--- src/design/base32_stream_encoder_core_macros.svh ---
// Assertion helpers shared by the encoder RTL.
// Each one expects signals named clock and reset in the using module.
`ifndef BASE32_STREAM_ENCODER_CORE_MACROS_SVH
`define BASE32_STREAM_ENCODER_CORE_MACROS_SVH

// Same-cycle implication.
`define B32E_ASSERT_NOW(lbl, ante, cons, msg) \
   lbl: assert property (@(posedge clock) disable iff (reset) (ante) |-> (cons)) \
      else $error(msg);

// Next-cycle implication.
`define B32E_ASSERT_NEXT(lbl, ante, cons, msg) \
   lbl: assert property (@(posedge clock) disable iff (reset) (ante) |=> (cons)) \
      else $error(msg);

`endif

--- src/design/b32e_pkg.sv ---
`default_nettype none

package b32e_pkg;

   localparam int unsigned GroupBits  = 5;
   localparam int unsigned MaxGroups  = 3;
   localparam int unsigned LeftBits   = 4;
   localparam logic [4:0]  GroupMask  = 5'h1F;
   localparam logic [4:0]  DigitBase  = 5'd26;
   localparam logic [6:0]  AsciiUpperA = 7'h41;
   localparam logic [6:0]  AsciiTwo   = 7'h32;

   typedef struct packed {
      logic [7:0] data_byte;
      logic       end_of_message;
   } req_item_type;

   typedef struct packed {
      logic [6:0] symbol;
      logic       last_symbol;
   } rsp_item_type;

   // One byte's worth of work: up to three 5-bit groups, in output order.
   typedef struct packed {
      logic [MaxGroups-1:0][GroupBits-1:0] groups;
      logic [1:0]                          count;
      logic                                eom;
   } job_type;

   typedef struct packed {
      logic full;
      logic empty;
   } queue_status_type;

   // Alphabet: A-Z for 0..25, 2-7 for 26..31.
   function automatic logic [6:0] b32e_symbol(input logic [4:0] value);
      logic [4:0] v;
      v = value & GroupMask;
      if (v < DigitBase) begin
         return AsciiUpperA + {2'b00, v};
      end else begin
         return AsciiTwo + {2'b00, v - DigitBase};
      end
   endfunction

endpackage

`default_nettype wire

--- src/design/base32_stream_encoder_core.sv ---
// Base32 stream encoder (standard alphabet A-Z, 2-7, no '=' padding).
// req channel: one data byte per transfer, end_of_message set on the final
//   byte of a message. rsp channel: one ASCII symbol per transfer,
//   last_symbol set on the final symbol of that message.
// Each byte yields one or two symbols; the final byte may add a flush symbol
//   for leftover bits, zero-filled on the right.
// A byte reaches rsp through the job queue and then the output register: it
//   lands in the queue on its req transfer, and the output register loads
//   its first symbol once the job reaches the queue head.
// Throughput: one symbol per cycle on rsp while the queue holds jobs and
//   rsp_stall is low; the back-end symbol sequencer and its output
//   register set this rate.
// A job queue (QUEUE_DEPTH entries) sits between the byte front end and the
//   symbol back end; req_stall rises only when that queue is full, so bytes
//   keep flowing while rsp is briefly stalled.
// rsp_stall holds the output register and its payload; the back end then
//   stops draining and the queue fills up.
// Reset (synchronous) clears the bit accumulator, the queue and the output
//   valid; req_stall is low after reset, so the block can take a byte.
`default_nettype none

module base32_stream_encoder_core
   import b32e_pkg::*;
#(
   parameter int unsigned QUEUE_DEPTH = 4
) (
   input  wire logic         clock,
   input  wire logic         reset,
   input  wire logic         req_valid,
   output logic              req_stall,
   input  wire req_item_type req_payload,
   output logic              rsp_valid,
   input  wire logic         rsp_stall,
   output rsp_item_type      rsp_payload
);

   job_type          front_job;
   job_type          head_job;
   queue_status_type q_status;
   logic             take;
   logic             pop;

   // byte transfer completes only when the queue has room
   assign req_stall = q_status.full;
   assign take      = req_valid && !q_status.full;

   // front: splits the byte into 5-bit groups against the carried bits
   b32e_front u_front (
      .clock       (clock),
      .reset       (reset),
      .take        (take),
      .req_payload (req_payload),
      .job         (front_job)
   );

   b32e_queue #(
      .DEPTH (QUEUE_DEPTH)
   ) u_queue (
      .clock    (clock),
      .reset    (reset),
      .push     (take),
      .push_job (front_job),
      .pop      (pop),
      .head     (head_job),
      .status   (q_status)
   );

   // back: walks head job groups, one symbol per cycle while not stalled
   b32e_back u_back (
      .clock       (clock),
      .reset       (reset),
      .head        (head_job),
      .status      (q_status),
      .pop         (pop),
      .rsp_valid   (rsp_valid),
      .rsp_stall   (rsp_stall),
      .rsp_payload (rsp_payload)
   );

endmodule

`default_nettype wire

--- src/design/b32e_front.sv ---
`default_nettype none

module b32e_front
   import b32e_pkg::*;
(
   input  wire logic         clock,
   input  wire logic         reset,
   input  wire logic         take,
   input  wire req_item_type req_payload,
   output job_type           job
);

   logic [LeftBits-1:0] acc_ff, acc_in;
   logic [2:0]          pend_ff, pend_in;

   logic [2:0]  n;
   logic [4:0]  mask_n;
   logic [3:0]  acc_m;
   logic [11:0] window;
   logic [3:0]  total;
   logic        two;
   logic [4:0]  g0, g1;
   logic [2:0]  rem;
   logic [4:0]  mask_r;
   logic [3:0]  remv;
   logic [4:0]  flushv;
   logic        flush;

   always_comb begin
      n      = (pend_ff > 3'd4) ? 3'd4 : pend_ff;
      mask_n = (5'd1 << n) - 5'd1;
      acc_m  = acc_ff & mask_n[3:0];
      window = {acc_m, req_payload.data_byte};
      total  = {1'b0, n} + 4'd8;
      two    = (total >= 4'd10);
      g0     = 5'(window >> (total - 4'd5));
      g1     = 5'(window >> (total - 4'd10));
      rem    = two ? 3'(total - 4'd10) : 3'(total - 4'd5);
      mask_r = (5'd1 << rem) - 5'd1;
      remv   = window[3:0] & mask_r[3:0];
      flushv = 5'({1'b0, remv} << (3'd5 - rem));
      flush  = req_payload.end_of_message && (rem != 3'd0);

      job.groups[0] = g0;
      job.groups[1] = two ? g1 : flushv;
      job.groups[2] = flushv;
      job.count     = (two ? 2'd2 : 2'd1) + {1'b0, flush};
      job.eom       = req_payload.end_of_message;

      acc_in  = acc_ff;
      pend_in = pend_ff;
      if (take) begin
         acc_in  = req_payload.end_of_message ? '0 : remv;
         pend_in = req_payload.end_of_message ? '0 : rem;
      end
   end

   always_ff @(posedge clock) begin
      if (reset) begin
         acc_ff  <= '0;
         pend_ff <= '0;
      end else begin
         acc_ff  <= acc_in;
         pend_ff <= pend_in;
      end
   end

endmodule

`default_nettype wire

--- src/design/b32e_queue.sv ---
`default_nettype none

module b32e_queue
   import b32e_pkg::*;
#(
   parameter int unsigned DEPTH = 4
) (
   input  wire logic       clock,
   input  wire logic       reset,
   input  wire logic       push,
   input  wire job_type    push_job,
   input  wire logic       pop,
   output job_type         head,
   output queue_status_type status
);

   localparam int unsigned PtrW = (DEPTH > 1) ? $clog2(DEPTH) : 1;
   localparam int unsigned CntW = $clog2(DEPTH + 1);
   localparam logic [PtrW-1:0] LastPtr = PtrW'(DEPTH - 1);
   localparam logic [CntW-1:0] FullCnt = CntW'(DEPTH);

   job_type         mem_ff [DEPTH];
   logic [PtrW-1:0] wr_ff, wr_in, rd_ff, rd_in;
   logic [CntW-1:0] cnt_ff, cnt_in;
   logic            do_push, do_pop;

   always_comb begin
      status.full  = (cnt_ff == FullCnt);
      status.empty = (cnt_ff == '0);
      do_push      = push && !status.full;
      do_pop       = pop && !status.empty;
      head         = mem_ff[rd_ff];
      wr_in  = do_push ? ((wr_ff == LastPtr) ? '0 : wr_ff + 1'b1) : wr_ff;
      rd_in  = do_pop  ? ((rd_ff == LastPtr) ? '0 : rd_ff + 1'b1) : rd_ff;
      cnt_in = cnt_ff + CntW'(do_push) - CntW'(do_pop);
   end

   always_ff @(posedge clock) begin
      if (do_push) begin
         mem_ff[wr_ff] <= push_job;
      end
      if (reset) begin
         wr_ff  <= '0;
         rd_ff  <= '0;
         cnt_ff <= '0;
      end else begin
         wr_ff  <= wr_in;
         rd_ff  <= rd_in;
         cnt_ff <= cnt_in;
      end
   end

endmodule

`default_nettype wire

--- src/design/b32e_back.sv ---
`default_nettype none

`include "base32_stream_encoder_core_macros.svh"

module b32e_back
   import b32e_pkg::*;
(
   input  wire logic             clock,
   input  wire logic             reset,
   input  wire job_type          head,
   input  wire queue_status_type status,
   output logic                  pop,
   output logic                  rsp_valid,
   input  wire logic             rsp_stall,
   output rsp_item_type          rsp_payload
);

   logic [1:0]   idx_ff, idx_in;
   logic         valid_ff, valid_in;
   rsp_item_type data_ff, data_in;
   logic         load, fire, at_end;

   always_comb begin
      load   = !valid_ff || !rsp_stall;
      fire   = load && !status.empty;
      at_end = (idx_ff == head.count - 2'd1);
      pop    = fire && at_end;

      idx_in   = idx_ff;
      valid_in = valid_ff;
      data_in  = data_ff;
      if (load) begin
         valid_in = fire;
      end
      if (fire) begin
         idx_in              = at_end ? 2'd0 : idx_ff + 2'd1;
         data_in.symbol      = b32e_symbol(head.groups[idx_ff]);
         data_in.last_symbol = head.eom && at_end;
      end
   end

   always_ff @(posedge clock) begin
      data_ff <= data_in;
      if (reset) begin
         idx_ff   <= '0;
         valid_ff <= 1'b0;
      end else begin
         idx_ff   <= idx_in;
         valid_ff <= valid_in;
      end
   end

   assign rsp_valid   = valid_ff;
   assign rsp_payload = data_ff;

   `B32E_ASSERT_NOW(a_idx_in_job, !status.empty, idx_ff < head.count, "group index past job")
   `B32E_ASSERT_NOW(a_idx_idle, status.empty, idx_ff == 2'd0, "group index left mid-job")
   `B32E_ASSERT_NEXT(a_sym_range, fire, (data_ff.symbol >= 7'd50) && (data_ff.symbol <= 7'd90), "symbol outside alphabet")

endmodule

`default_nettype wire

--- config.mk ---
export PLATFORM = sky130hd
export DESIGN_NAME = base32_stream_encoder_core
export DESIGN_NICKNAME = d
export VERILOG_FILES = /design/src/design/b32e_pkg.sv /design/src/design/base32_stream_encoder_core.sv /design/src/design/b32e_front.sv /design/src/design/b32e_queue.sv /design/src/design/b32e_back.sv
export VERILOG_INCLUDE_DIRS = /design/src /design/src/design
export SDC_FILE = /design/constraint.sdc
export NUM_CORES = 1
export LEC_CHECK = 0
export CAP_MARGIN = 5
export CORE_MARGIN = 1.5
export CORE_UTILIZATION = 35
export DETAILED_ROUTE_END_ITERATION = 12
export DONT_BUFFER_PORTS = 1
export GPL_TIMING_DRIVEN = 0
export HOLD_SLACK_MARGIN = 0.03
export SLEW_MARGIN = 20
export SYNTH_ARGS = -nofsm -noshare
export SYNTH_HDL_FRONTEND = slang
export SYNTH_SLANG_ARGS = --single-unit
--- constraint.sdc ---
create_clock -name clock -period 6.3 [get_ports clock]
set_input_delay 0.63 -clock clock [delete_from_list [all_inputs] [get_ports clock]]
set_output_delay 0.63 -clock clock [all_outputs]
set_load 0.03 [all_outputs]
# Word level (Yosys, flattened, before mapping)
# Memories as Yosys holds them, arrays and structs flattened. A register that Yosys moved wholly into a read port is not among the register bits.
# Cells that the tools add are included.
# word_totals
register_bits	25
mem_bits_rw	72
in_bits	13
output_inout_bits	10
wordCells	71
mem_count	1
# mem_list
memory	depth	word_bits	read_ports	rd_ports_with_merged_regs	wr	line_no	text
u_queue.mem_ff	4	18	1	1	1	b32e_queue.sv:22	job_type mem_ff [DEPTH];
# classes
add_sub_neg	16
order_cmp	4
eq_ne	4
n_shift	5
muxes	16
n_bitwise	2
reduce_logical	14
# ops
operator	n
$shr 12x4->5	2
$mux 2	6
$bmux 5 s2	1
$mux 5	2
$mux 3	3
$and 4x4->4	2
$shl 1x3->4 const A	2
$sub 4x1->4 const B	2
$add 6x5->7 const A	1
$add 7x5->7 const A	1
$logic_and 1x1->1	7
$mux 7	1
$add 2x1->2 const B	3
$lt 5x5->1 const B	1
$shl 4x3->5	1
$sub 5x5->5 const B	1
$add 3x4->4 const B	1
$eq 2x2->1 const B	2
$ge 4x4->1 const B	1
$logic_not 1->1	4
$mux 4	1
$sub 4x3->4 const B	1
$sub 4x4->4 const B	1
$add 3x1->3	1
other kinds (12)	13

# Depth between registers and ports, before layout
# Gate-level depths: netlist of the first run.
# logic_depth
depth_word	10
mapped_depth	11
mapped_depth_nobuf	10

# Hierarchy
# A second synthesis of the first run with hierarchy kept.
# hier_totals
hier_cells	435
area_unflattened_um2	5356.4
# by_module_without_submodules
mod	instances	cells_each	area_each_um2	seq_area_each_um2
b32e_queue	1	144	3084.2	2342.2
b32e_front	1	215	1443.9	140.1
b32e_back	1	75	814.5	300.3
base32_stream_encoder_core	1	1	13.8	0.0

# Worst setup path before layout of the first run
# OpenSTA, ideal clock, no wires.
# synth_path
kind	flip-flop to flip-flop
from	register u_front.pend_ff[1]
to	memory u_queue.mem_ff[0][11] (netlist name) (data pin)
setup_time_ns	0.195
t_arrival_ns	2.848
required_ns	6.105
path_slack_ns	3.257
path_stages_with_launch	11
path_buffers	2
synth_period_minus_slack_ns	3.043
cell_sequence	dfxtp_1 buf_2 inv_1 nor2_1 ha_1 buf_2 or4_1 a31oi_1 o221ai_1 a221o_1 a221oi_2
# synth_rtl
item	line_no	text
start: declaration	b32e_front.sv:14	logic [2:0] pend_ff, pend_in;
start signal: assignment	b32e_front.sv:64	pend_ff <= pend_in;
end: declaration	b32e_queue.sv:22	

==> results.toml, run 1 <==
[run_status]
outcome = "completed"

[critical_path]
cpPeakStageDelay_ps = 580
rr_worst_depth = 10
path_depth = 10
crit_type = "register to register"
cp_cell_sequence = "buf_2 > inv_1 > nor2_1 > ha_1 > buf_2 > or4_1 > a31oi_1 > o221ai_1 > a221o_1 > a221oi_2"
start_kind = "register"
crit_path_frequent_cell = "buf_2"
r2r-end = "u_queue.mem_ff[1][11]$_DFFE_PP_"
worstPathRequired_ps = 6430
path_buf_inv = 3
ff2ff_setup_slack_ps = 2560
worst-path-max-fanout = 10
timing.rr.start = "u_front.pend_ff[1]$_SDFFE_PP0P_"
critPathTopFamily = "compound AO/OA/AOI/OAI gates"
worstSetupEndpoint = "u_queue.mem_ff[1][11]$_DFFE_PP_"
cp-end-kind = "register"
crit_start = "u_front.pend_ff[1]$_SDFFE_PP0P_"
cp_slowest_cell = "nor2_1"
critPathArrivalTime_ps = 3870

[sta]
clock_skew_ps = 7.12
hold_viol = 0
final.period_utilization_pct = 59.4
worst_pin_slew_ps = 1060
period_needed_ps = 3740
max_clock_freq_ghz = 0.267
setup_tns_ps = 0
rsz0062_at_grt = "no"
setup_viol = 0
slew_viol_final = 0
setup_ws_ps = 2560
slew_headroom_pct = 29.3

[cts]
cts-root-buf = "clkbuf_16"
numCtsBuffers = 9
htreeDepth = 3
hold_buffers = 0
cts_tree = "done"
worstSkewPairLatency_ps = 340
ctsResizeCount = 0
cts_buffer_depth = 2
postCtsSetupRepairBufs = 0
clk_pin_slew_ps = 60
cts_num_sinks = 99

[pwr]
power.switching_w = 0.000804
p_seq_share_pct = 42.0
leakagePower_nw = 1.97
switching_share_pct = 34.3
p_comb_share_pct = 34.9
design_power_total_w = 0.00235
p_per_area_nw_per_um2 = 409
internal_power_w = 0.00154
vdd_drop_max_mv = 0.153
clkPwrFrac_pct = 23.1

[drt]
wl_um = 10900
wire_per_inst_um = 18.0
vias_per_cell = 5.47
via_count = 3314
ant_nets = 0
initialDrtViolationCount = 220
drc = 0
firstDrtPassIters = 5

[cells_and_area]
final_util_pct = 39.4
drive_gt1_share_pct = 12.3
fin_nets = 448
antennaDiodeCount = 0
multi_input_area_um2 = 2200
fill_cells = 1429
seqCellArea_um2 = 2780
area_growth_pct = 10.1
final_cell_area_um2 = 5730

[synthesis]
synth_nets = 437
netlist_area_um2 = 5210
async_flop_share_pct = 0
synth_flop_cell = "edfxtp_1"
synthDistinctLibCells = 61
syn_area_per_cell_um2 = 12.8
synth_edf_count = 80
syn_inst = 406
ys.warnings.count = 0
ys_seq_area_share_pct = 53.4
synth-seq-cells = 99

[grt]
grt_pass1_wl_um = 17500
antenna_found_initial = 0
grt_max_degree = 19
grt_usage_pct = 14.2
grt_pass1_vias = 3268
grt_overflow = 0

[place]
hpwl_um = 7740
place_ws_ps = 2620
gp_congestion = 0.881
postPlaceCellArea_um2 = 5440
portBuffers = 0

[floorplan]
core-area_um2 = 14500
die_h_um = 125
initial_core_util_pct = 35.8
die-width_um = 125
ios = 23
die-area_um2 = 15600
fp-row-count = 44

[hold_path]
hold_path_class = "primary input to register"

[run]
cap_viol_max_count = 0
[power groups by stage]
stage	combinational (W)	sequential (W)	clock, W
finish	0.000819	0.000986	0.000541
global route	0.000912	0.000998	0.000579
CTS	0.000826	0.000987	0.000556
detailed placement	0.000822	0.00100	0
global placement	0.000802	0.000996	0
floorplan	0.000642	0.000988	0
[sequential cells by signal, summed over array words and instances, names as in the netlist, named ones only]
| name | count |
|---|---|
| u_queue.rd_ff | 2 |
| u_queue.cnt_ff | 3 |
| u_queue.mem_ff | 72 |
| u_back.rsp_payload | 8 |
| u_queue.wr_ff | 2 |
| u_front.pend_ff | 3 |
| u_back.idx_ff | 2 |
| u_front.acc_ff | 4 |
| u_back.rsp_valid | 1 |
[stage by stage]
step	std cells	hold WS [ps]
6_report	606	389
5_1_grt	606	367
4_1_cts	606	377
3_5_place_dp	590	475
3_3_place_gp	590	465
2_1_floorplan	406	432
[worst register-to-register path, stage by stage (launching register included)]
cell	delay, ps
dfxtp_1	360
buf_2	220
inv_1	110
nor2_1	580
ha_1	360
buf_2	180
or4_1	490
a31oi_1	270
o221ai_1	140
a221o_1	430
a221oi_2	390
[area by class of cell]
class / count / area share (%)
clock buffer: 11 / 4.06
tap: 184 / 4.02
sequential: 99 / 48.5
clock inverter: 5 / 1.09
multi-input combinational: 257 / 38.5
inverter: 24 / 1.57
buffer: 26 / 2.27
[cell families after synthesis]
| kind of cell | count (synthesis) | share of synthesized area [%] |
|---|---|---|
| simple gates | 106 | 10.6 |
| flops | 99 | 53.4 |
| compound gates | 83 | 10.9 |
| buf+inv | 50 | 4.23 |
| mux | 42 | 15.0 |
| fa+ha+maj | 18 | 4.47 |
| xor+xnor | 8 | 1.35 |
[cells in the mapped netlist, types with 4 or more instances]
master | count | area, µm²
a211o_1 | 4 | 35.0
a21o_1 | 4 | 30.0
a21oi_1 | 22 | 110
a31oi_1 | 7 | 43.8
a32oi_1 | 4 | 35.0
and2_1 | 10 | 62.6
and3_1 | 4 | 25.0
buf_1 | 5 | 18.8
buf_2 | 8 | 40.0
clkbuf_1 | 8 | 30.0
dfxtp_1 | 19 | 380
edfxtp_1 | 80 | 2400
ha_1 | 17 | 213
inv_1 | 20 | 75.1
mux2i_1 | 14 | 140
mux4_1 | 7 | 184
mux4_2 | 19 | 428
nand2_1 | 27 | 101
nand3_1 | 12 | 60.1
nand3b_1 | 6 | 45.0
nor2_1 | 21 | 78.8
nor2b_1 | 8 | 50.1
nor3_1 | 6 | 30.0
o21ai_0 | 12 | 60.1
o21bai_1 | 4 | 30.0
o22ai_1 | 5 | 31.3
xnor2_1 | 7 | 61.3
[worst min-delay path by stage]
stage	depth (start not counted)	from	to	slack [ps]
2_1_floorplan	2	u_front.acc_ff[3]$_SDFFE_PP0P_	u_front.acc_ff[3]$_SDFFE_PP0P_	430
4_1_cts	0	req_payload[0]	u_queue.mem_ff[1][0]$_DFFE_PP_	380
3_5_place_dp	2	u_front.acc_ff[3]$_SDFFE_PP0P_	u_front.acc_ff[3]$_SDFFE_PP0P_	480
5_1_grt	0	req_payload[0]	u_queue.mem_ff[2][0]$_DFFE_PP_	370
6_report	0	req_payload[0]	u_queue.mem_ff[1][0]$_DFFE_PP_	390
3_3_place_gp	2	u_front.acc_ff[3]$_SDFFE_PP0P_	u_front.acc_ff[3]$_SDFFE_PP0P_	460
[layout by cell type (no fill, tap or decap), types with 5 or more instances in the layout]
master / instances
o22ai_1: 5
nand3b_1: 6
dfxtp_1: 19
xnor2_1: 7
and2_1: 10
buf_1: 5
nand3_1: 12
nor2b_1: 8
mux4_2: 19
nor2_1: 21
a21oi_1: 22
nand2_1: 27
edfxtp_1: 80
nor3_1: 6
buf_2: 8
inv_1: 20
mux2i_1: 14
mux4_1: 7
a31oi_1: 7
clkbuf_16: 9
ha_1: 17
clkbuf_1: 10
o21ai_0: 12
[routing by layer]
layer	wire, µm	track usage, %	up-vias
met5	0	0	-
met2	5350	23.9	101
li1	-	-	1573
met1	4830	18.6	1625
met4	142	3.34	0
met3	588	3.64	15
No activity file was read; power rests on OpenSTA's default activity.
==> inputs of run 2 (changes only) <==
clock period = 3.8 ns   (was 6.3 ns; I/O delays follow)
==> run 2 against run 1 <==
Compared with the run above: wire length is 0.28% lower; sequential share of layout area hardly changed; flip-flop and latch count stayed put; power is 66% higher; clock power is 66% higher; combinational power is 66% higher; non-clock buffer count stayed put; maximum frequency is 7.0% higher; critical path type unchanged; highest routed layer unchanged.
==> results.toml, run 2 (synthesis gave the netlist of run 1 again) <==
[run_status]
outcome = "completed"

[cts]
htreeDepth = 3
cts_buffer_depth = 2
postCtsSetupRepairBufs = 0
worstSkewPairLatency_ps = 340
cts_tree = "done"
cts_num_sinks = 99
cts-root-buf = "clkbuf_16"
clk_pin_slew_ps = 60
numCtsBuffers = 9

[hold_path]
whs_path_depth = 0
hold_path_class = "primary input to register"
hold_end = "u_queue.mem_ff[2][0]$_DFFE_PP_"
min_from = "req_payload[0]"

[critical_path]
ff2ff_setup_slack_ps = 300
crit_type = "register to register"
timing.rr.start = "u_front.pend_ff[1]$_SDFFE_PP0P_"
worstPathRequired_ps = 3930
rr_worst_depth = 10
r2r-end = "u_queue.mem_ff[1][11]$_DFFE_PP_"
cp-end-kind = "register"
critPathArrivalTime_ps = 3630
start_kind = "register"
worst-path-max-fanout = 10

[sta]
clock_skew_ps = 7.73
slew_viol_final = 0
slew_headroom_pct = 29.3
rsz0062_at_grt = "no"
setup_tns_ps = 0
period_needed_ps = 3500
hold_ws_ps = 139
max_clock_freq_ghz = 0.286
final.period_utilization_pct = 92.1
hold_viol = 0
setup_ws_ps = 300
setup_viol = 0
worst_pin_slew_ps = 1060

[cells_and_area]
fill_cells = 1430
area_growth_pct = 10.1
largest_reg_flops = 72
fin_cells = 606
final_common_cell = "edfxtp_1"
largest_register = "u_queue.mem_ff"
antennaDiodeCount = 0
drive_gt1_share_pct = 12.6
layout_common_cells = "edfxtp_1, nand2_1, a21oi_1, inv_1, nor2_1"
fin_nets = 448

[grt]
antenna_found_initial = 0
grt_overflow = 0
grt_pass1_vias = 3268
grt_pass1_wl_um = 17500
grt_max_degree = 19
grt_usage_pct = 14.2

[pwr]
leakagePower_nw = 1.97
p_per_area_nw_per_um2 = 678
vdd_drop_max_mv = 0.254
design_power_total_w = 0.00389

[drt]
initialDrtViolationCount = 244
wire_per_inst_um = 18.0
vias_per_cell = 5.45
wl_um = 10900
ant_nets = 0
via_count = 3305
firstDrtPassIters = 4
drc = 0

[floorplan]
core-area_um2 = 14500
die-area_um2 = 15600
fp-row-count = 44
ios = 23
die-width_um = 125
initial_core_util_pct = 35.8
die_h_um = 125

[place]
placedCellCount = 590
gp_congestion = 0.881
hpwl_um = 7740
place_ws_ps = 125
portBuffers = 0

[run]
cap_viol_max_count = 0
[run 2: cell count changes in the layout (fill, tap and decap cells not counted)]
cell and delta:
nor2_2 +1, nor2_1 -1
[run 2: report_power, final]
part	switching [W]	total [W]	internal (W)
clock	0.000383	0.000897	0.000514
combinational	0.000791	0.00136	0.000566
sequential	0.000158	0.00163	0.00148
total	0.00133	0.00389	0.00256
[run 2: worst max path at each step]
stage	endpoint	startpoint	cells after the start
global placement	u_queue.mem_ff[2][11]$_DFFE_PP_	u_front.pend_ff[1]$_SDFFE_PP0P_	10
CTS	u_queue.mem_ff[1][11]$_DFFE_PP_	u_front.pend_ff[1]$_SDFFE_PP0P_	10
global route	u_queue.mem_ff[1][11]$_DFFE_PP_	u_front.pend_ff[2]$_SDFFE_PP0P_	11
floorplan	u_queue.mem_ff[0][11]$_DFFE_PP_	u_front.pend_ff[1]$_SDFFE_PP0P_	10
finish	u_queue.mem_ff[1][11]$_DFFE_PP_	u_front.pend_ff[1]$_SDFFE_PP0P_	10
detailed placement	u_queue.mem_ff[0][11]$_DFFE_PP_	u_front.pend_ff[1]$_SDFFE_PP0P_	10
[run 2: per-stage QoR]
stage,area [µm²],utilization [%]
CTS,5730,39.4
detailed placement,5440,37.4
finish,5740,39.5
floorplan,5210,-
global placement,5440,37.4
global route,5740,39.5
[run 2: final cells by class]
cell class	count	area, µm²	share of cell area [%]
Clock buffer	11	233	4.06
Tap cell	184	230	4.01
Inverter	24	90.1	1.57
Clock inverter	5	62.6	1.09
Multi-Input combinational cell	257	2210	38.5
Buffer	26	130	2.27
Sequential cell	99	2780	48.5
[run 2: metal layers]
layer	global-route usage (%)	up-vias	wire length, µm
met3	3.64	11	521
li1	-	1571	-
met5	0	-	0
met1	18.6	1634	4890
met2	23.9	89	5350
met4	3.34	0	120
[run 2: timing repair]
item	in CTS	in global routing
endpoints found under the setup margin	0	4
gates resized for setup	0	1
hold buffers	0	0
[run 2: worst max-delay path, cell delays in order (launching register included)]
cell and delay (ps):
dfxtp_1 360, buf_2 230, inv_1 120, nor2_2 380, ha_1 310, buf_2 180, or4_1 490, a31oi_1 260
o221ai_1 140, a221o_1 430, a221oi_2 390
